### src/design/mconv_pkg.sv
package mconv_pkg;

    // operation codes of an input transaction
    localparam logic [1:0] OP_WEIGHT   = 2'd0;
    localparam logic [1:0] OP_BIAS     = 2'd1;
    localparam logic [1:0] OP_SAMPLE   = 2'd2;
    localparam logic [1:0] OP_RESERVED = 2'd3;

    // configuration register indexes
    localparam logic [2:0] REG_INPUT_CHANNELS  = 3'd0;
    localparam logic [2:0] REG_OUTPUT_CHANNELS = 3'd1;
    localparam logic [2:0] REG_KERNEL_TAPS     = 3'd2;
    localparam logic [2:0] REG_DILATION        = 3'd3;
    localparam logic [2:0] REG_STRIDE          = 3'd4;
    localparam logic [2:0] REG_BIAS_ENABLE     = 3'd5;

    // accumulator width: 256 products of 31 bits plus a 32-bit bias fit easily
    localparam int ACC_W   = 48;
    // weight address carried along the cell row (covers 64 x 64 entries)
    localparam int WADDR_W = 12;

    typedef struct packed {
        logic [1:0]          opcode;
        logic [3:0]          output_channel;
        logic [3:0]          input_channel;
        logic [3:0]          tap_index;
        logic signed [15:0]  coeff_or_sample;
        logic signed [31:0]  bias_value;
    } in_item_t;

    typedef struct packed {
        logic [3:0]          out_channel;
        logic [15:0]         position;
        logic signed [31:0]  result;
        logic                last;
    } out_item_t;

    // one multiply-accumulate token handed from cell to cell
    typedef struct packed {
        logic                valid;
        logic                first;
        logic                last;
        logic signed [15:0]  sample;
        logic [WADDR_W-1:0]  waddr;
    } tok_t;

    // control of the result shift chain
    typedef struct packed {
        logic load;
        logic shift;
    } chain_ctl_t;

    function automatic logic signed [31:0] sat32(input logic signed [ACC_W-1:0] a);
        logic signed [ACC_W-1:0] hi;
        logic signed [ACC_W-1:0] lo;
        begin
            hi = {{(ACC_W-31){1'b0}}, 31'h7fffffff};
            lo = {{(ACC_W-31){1'b1}}, 31'h00000000};
            if (a > hi)
                sat32 = 32'sh7fffffff;
            else if (a < lo)
                sat32 = 32'sh80000000;
            else
                sat32 = a[31:0];
        end
    endfunction

endpackage

### src/design/mconv_cell.sv
module mconv_cell
    import mconv_pkg::*;
#(
    parameter int DEPTH = 256,
    parameter int WAW   = 8
)
(
    input  logic                clk,
    input  logic                rst_n,
    input  tok_t                tok_in,
    output tok_t                tok_out,
    input  logic                wr_en,
    input  logic [WAW-1:0]      wr_addr,
    input  logic signed [15:0]  wr_data,
    input  logic                bias_wr,
    input  logic signed [31:0]  bias_wdata,
    input  logic                bias_enable,
    input  chain_ctl_t          ctl,
    input  logic signed [31:0]  res_in,
    output logic signed [31:0]  res_out,
    output logic                done
);

    logic signed [15:0]       wmem [DEPTH];
    logic signed [15:0]       w_q;
    tok_t                     s1_reg;
    logic signed [31:0]       prod_reg;
    logic                     p_valid_reg;
    logic                     p_first_reg;
    logic                     p_last_reg;
    logic signed [ACC_W-1:0]  acc_reg;
    logic signed [ACC_W-1:0]  acc_next;
    logic signed [ACC_W-1:0]  base;
    logic signed [31:0]       bias_reg;
    logic                     done_reg;
    logic signed [31:0]       res_reg;

    // weight memory of this output channel
    always_ff @(posedge clk)
    begin
        if (wr_en)
            wmem[wr_addr] <= wr_data;
        w_q <= wmem[tok_in.waddr[WAW-1:0]];
    end

    always_ff @(posedge clk)
    begin
        if (bias_wr)
            bias_reg <= bias_wdata;
    end

    // token stage, also the hand-off to the next cell
    always_ff @(posedge clk or negedge rst_n)
    begin
        if (!rst_n)
        begin
            s1_reg      <= '0;
            p_valid_reg <= 1'b0;
            p_first_reg <= 1'b0;
            p_last_reg  <= 1'b0;
            done_reg    <= 1'b0;
        end
        else
        begin
            s1_reg      <= tok_in;
            p_valid_reg <= s1_reg.valid;
            p_first_reg <= s1_reg.first;
            p_last_reg  <= s1_reg.last;
            done_reg    <= p_valid_reg && p_last_reg;
        end
    end

    assign tok_out = s1_reg;

    // product stage
    always_ff @(posedge clk)
    begin
        prod_reg <= 32'(s1_reg.sample * w_q);
    end

    // accumulate stage
    always_comb
    begin
        if (p_first_reg)
            base = bias_enable ? ACC_W'(bias_reg) : '0;
        else
            base = acc_reg;
        acc_next = base + ACC_W'(prod_reg);
    end

    always_ff @(posedge clk)
    begin
        if (p_valid_reg)
            acc_reg <= acc_next;
    end

    // result shift chain toward cell zero
    always_ff @(posedge clk)
    begin
        if (ctl.load)
            res_reg <= sat32(acc_reg);
        else if (ctl.shift)
            res_reg <= res_in;
    end

    assign res_out = res_reg;
    assign done    = done_reg;

endmodule

### config.mk
export PLATFORM = sky130hd
export DESIGN_NAME = mconv_cell
export DESIGN_NICKNAME = d
export VERILOG_FILES = /design/src/design/mconv_pkg.sv /design/src/design/mconv_cell.sv
export SDC_FILE = /design/constraint.sdc
export NUM_CORES = 2
export LEC_CHECK = 0
export BUFFER_PORTS_ARGS = -buffer_cell sky130_fd_sc_hd__buf_2
export CORE_AREA = 3 3 568 570
export CTS_CLUSTER_SIZE = 28
export DETAILED_ROUTE_END_ITERATION = 8
export DIE_AREA = 0 0 571 573
export PLACE_DENSITY_LB_ADDON = 0.25
export SYNTH_ARGS = -nofsm -noshare
export SYNTH_HDL_FRONTEND = slang
export SYNTH_SLANG_ARGS = --single-unit
### constraint.sdc
create_clock -name clk -period 6.2 [get_ports clk]
set_clock_uncertainty 0.2 [all_clocks]
set_input_delay 0 -clock clk [delete_from_list [all_inputs] [get_ports clk]]
set_output_delay 0 -clock clk [all_outputs]
set_load 0.005 [all_outputs]
---- Yosys cells after proc, flatten, opt, wreduce, memory -nomap -nowiden ----
Memory sizes are Yosys's and may differ from the RTL's. A register that Yosys moved wholly into a read port is not among the register bits.
Index checks and enable logic that the tools add are counted.
word-level totals
  memories ................................ 1
  logic and storage cells ................. 28
  register bits ........................... 179
  memory bits (writable) .................. 4096
cells by class
  $mul .................................... 1
  $lt $le $gt $ge ......................... 2
  add/subtract/negate cells ............... 1
  reductions and logical operators ........ 2
  mux-type cells .......................... 8
memories
  name  depth  width  rd ports  clocked after memory_dff  write ports  RTL line          text
  wmem  256    16     1         1                         1            mconv_cell.sv:24  logic signed [15:0] wmem [DEPTH];
operator list
  operator              number
  $mux 32               4
  $mux 48               2
  $add 48x32->48        1
  $gt 48x32->1 const B  1
  $lt 48x32->1 const B  1
  $mul 16x16->32        1
  $mux 1                2
  $reduce_bool 2->1     1
  $logic_and 1x1->1     1

---- Logic depth before layout (Yosys ltp) ----
  depth in word-level cells ............... 4
  gate-level depth with buffers ........... 24

---- Worst setup path before layout ----
Ideal clock, no wire load.
  path kind ............................... register to register
  from .................................... reg s1_reg, in the netlist tok_out[22]
  to ...................................... reg prod_reg[30]
  library setup time ...................... 0.072 ns
  arrival ................................. 6.477 ns
  buffers on the path ..................... 1
  cell stages (with the launch flop) ...... 21
  setup slack ............................. -0.549 ns
  period minus slack after synthesis ...... 6.749 ns
  path through ............................ dfrtp_1 clkbuf_1 nand2_1 fa_1 fa_1 fa_1 fa_1 inv_1 fa_1 fa_1 ha_1 a21o_1 a21o_1 a211o_1 a2111oi_0 nor2_1 o21a_1 or4_1 a31o_2 a21oi_1 xnor2_1
between the ends
  cells in the longest elaborated chain, start to end .. 1
RTL lines
  what                    RTL line          text
  from (decl)             mconv_cell.sv:26  tok_t s1_reg;
  from (signal assigned)  mconv_cell.sv:65  s1_reg <= tok_in;
  $mul 16x16->32          mconv_cell.sv:78  prod_reg <= 32'(s1_reg.sample * w_q);
  to (signal assigned)    mconv_cell.sv:78
  to (decl)               mconv_cell.sv:27  logic signed [31:0] prod_reg;
No other way between the ends.
A chain may end at the register's enable or synchronous reset.

---- Worst setup path in the final report ----
  from .................................... reg s1_reg, in the netlist tok_out[21]
  to ...................................... reg prod_reg[30]
Same word-level chain as after synthesis.

==> key figures <==
Yosys
  • Synth cell types: 56
  • Number of warning messages in the yosys log: 0
  • Post-synth EDFFs: 4208
  • Seq/Total Area, Yosys: 73.4%
  • Ys flop type: edfxtp_1
  • Flops & latches, synth: 4291
  • Fraction of registers with async set/reset: 0.816%
  • Cell Area, Synth: 175000 µm²
  • Mean area per synthesized cell: 21.8 µm²
  • Syn_nets: 8522
  • Gate Count Post-Synth: 8004

Routing
  • DRT Pass-1 Iters: 7
  • DRC: 0
  • Via density per instance: 6.38
  • Final ANT Viol Nets: 0
  • Routed len/inst: 32.1 µm
  • Via count: 86700
  • Initial DRC count: 11000
  • Final wirelength: 435000 µm

Finish
  • Area growth from synthesis to layout: 14.9%
  • # nets final: 9549
  • Commonest non-fill, non-tap cell in the layout: edfxtp_1
  • Largest register FFs: 4096
  • Most frequent cells in the layout: edfxtp_1, mux4_2, buf_4
  • Share of cells above drive strength 1: 29.2%

Critical path
  • Critical Path AT: 6.99 ns
  • Buf/Inv on CP: 2
  • CP endpoint kind: flop
  • Startpoint types: flop
  • Worst-path fanout max: 4
  • Cell family with most CP delay: adder cells
  • Worst Setup SP: tok_out[21]$_DFF_PN0_
  • Crit-path max cell delay: 0.57 ns
  • Worst path required time: 6.85 ns
  • Critical-path cell list: buf_6 > nand2_1 > fa_1 > fa_1 > fa_1 > fa_1 > inv_1 > fa_1 > fa_1 > ha_4 > a21o_1 > a21o_1 > a211o_1 > a2111oi_4 > nor2_2 > o21a_1 > or4_4 > a31o_2 > a21oi_2 > xnor2_1
  • Setup CP Type: reg -> reg
  • Most frequent CP cell: fa_1
  • R2R Path Start: tok_out[21]$_DFF_PN0_
  • Crit path max-delay cell type: fa_1

CTS
  • Worst-Skew Late Latency: 1.01 ns
  • Clock-pin slew on the worst setup and hold paths: 0.06 ns
  • CTS tree: yes
  • Cts bufs inserted: 425
  • CTS max path bufs: 4
  • Clk root buf: clkbuf_16
  • # H-tree levels: 5
  • CTS Sinks: 4291

Timing
  • Fin worst setup slack: -0.142 ns
  • Slew @ Worst Pin: 1.35 ns
  • Fin Setup TNS: -0.347 ns
  • RSZ-0062 raised after global routing: true
  • Final period utilization: 102%
  • Worst rel slew slack: 9.75%
  • Final Setup Violations: 3
  • Fmax: 0.158 GHz
  • Final hold vios: 0
  • Hold WS: 0.00195 ns
  • Final Slew Violations: 0
  • Tmin final: 6.34 ns

Global routing
  • Total global-route track usage: 26.9%
  • Antenna violations before repair: 42
  • Largest net degree at the start of global routing: 173
  • Vias in the first global route: 88400
  • Gr ovfl total: 0
  • First-pass GRT wire length: 632000 µm

Power and ir drop
  • Pwr Density: 470 nW/µm²
  • Sw power: 29.3 mW
  • Pint: 65.1 mW
  • Peak supply drop: 2.68 mV
  • Tot Pwr: 94.4 mW
  • Sw frac: 31.0%
  • Sequential share of power: 35.2%
  • Clk pwr share: 26.3%
  • Combinational group share of total power: 38.4%
  • Pleak: 66.0 nW

Floorplanning
  • Die W: 571 µm
  • Core Area: 318000 µm²
  • Die area: 327000 µm²
  • Die H: 573 µm
  • Site Rows: 207
  • Top-Level Pins: 190
  • Starting density of the core: 55.0%

Placement
  • I/O Buffers: 189
  • Detailed Place HPWL: 256000 µm
  • GP Congestion: 0.868

Job
  • Max-cap violations: 0

Hold path
  • Worst Hold Launch: wr_data[14]
  • Worst Hold Class: in -> reg

Outcome
  • Violated checks: setup timing
  • Status: finished with violations
[path summary, 6_finish.rpt]
kind,to,depth (start not counted),slack (ns)
max in group asynchronous,p_valid_reg$_DFF_PN0_,4,5.06
min,wmem[255][14]$_DFFE_PP_,2,0.002
max,prod_reg[30]$_DFF_P_,20,-0.14
min reg2reg,p_valid_reg$_DFF_PN0_,0,0.18
max reg2reg,prod_reg[30]$_DFF_P_,20,-0.14
min in group asynchronous,tok_out[11]$_DFF_PN0_,4,0.12
[power groups by stage]
stage	registers, mW	logic (mW)	clock network (mW)
5_1_grt	33.3	40.7	26.4
4_1_cts	33.2	34.4	25.2
6_report	33.3	36.3	24.9
3_5_place_dp	33.8	33.0	0
2_1_floorplan	33.7	22.6	0
3_3_place_gp	33.8	32.6	0
[cell usage after synthesis, types with 4 or more instances]
cell | count | area [µm²]
mux4_2 | 1360 | 30600
nor2b_1 | 17 | 106
xnor2_1 | 55 | 482
nand4_1 | 21 | 131
and3_1 | 5 | 31.3
a221oi_1 | 4 | 35.0
o21a_1 | 15 | 113
o21bai_1 | 5 | 37.5
inv_1 | 324 | 1220
fa_1 | 263 | 5270
o31ai_1 | 4 | 30.0
a31oi_1 | 12 | 75.1
xor2_1 | 20 | 175
edfxtp_1 | 4208 | 126000
nor3_1 | 14 | 70.1
a21o_1 | 29 | 218
o21ai_0 | 74 | 370
and2_1 | 130 | 813
clkbuf_1 | 269 | 1010
buf_2 | 64 | 320
nand2_1 | 231 | 867
nand2b_1 | 18 | 113
dfxtp_1 | 48 | 961
nor4_1 | 6 | 37.5
nand3_1 | 39 | 195
ha_1 | 129 | 1610
a31o_2 | 4 | 35.0
buf_1 | 71 | 267
nor2_1 | 392 | 1470
a21oi_1 | 96 | 480
dfrtp_1 | 35 | 876
[per-stage QoR]
stage / setup WS [ns] / cell area (µm²) / instances / utilization, %
6_report: -0.142 / 201000 / 13600 / 63.2
5_1_grt: -0.359 / 201000 / 13600 / 63.2
4_1_cts: -0.234 / 201000 / 13600 / 63.1
3_5_place_dp: -0.304 / 184000 / 12500 / 58.0
3_3_place_gp: -0.241 / 184000 / 12500 / 58.0
2_1_floorplan: -0.0109 / 175000 / 8004 / -
[routing by layer]
metal  share of wire, %  routed length (µm)  global-route usage [%]
met5              0.014                  61                       0
met4                4.1               17900                    9.91
met3                9.1               39800                    4.93
met2                 49              212000                    42.4
met1                 38              166000                    38.0
[timing repair]
action,4_1_cts,5_1_grt
resized for setup,12,48
hold buffers,285,0
pin swaps,9,25
buffers inserted,5,5
hold endpoints to repair,5664,0
endpoints found under the setup margin,6,8
[cell type report]
cell class	count	area [µm²]
diodes	22	55.1
multi-input cells	2982	44000
fillers	20800	117000
inverters	324	1220
repair buffers	1007	8720
flip-flops and latches	4291	128000
clock buffers	540	11200
clock inverters	233	2180
well taps	4180	5230
[kinds of logic after synthesis]
logic type,Yosys count,share of synthesized area [%]
compound gates,269,0.921
xor+xnor,75,0.376
fa+ha+maj,392,3.94
buf+inv,731,1.63
flops,4291,73.4
mux,1362,17.5
simple gates,884,2.24
No activity file was read; power rests on OpenSTA's default activity.
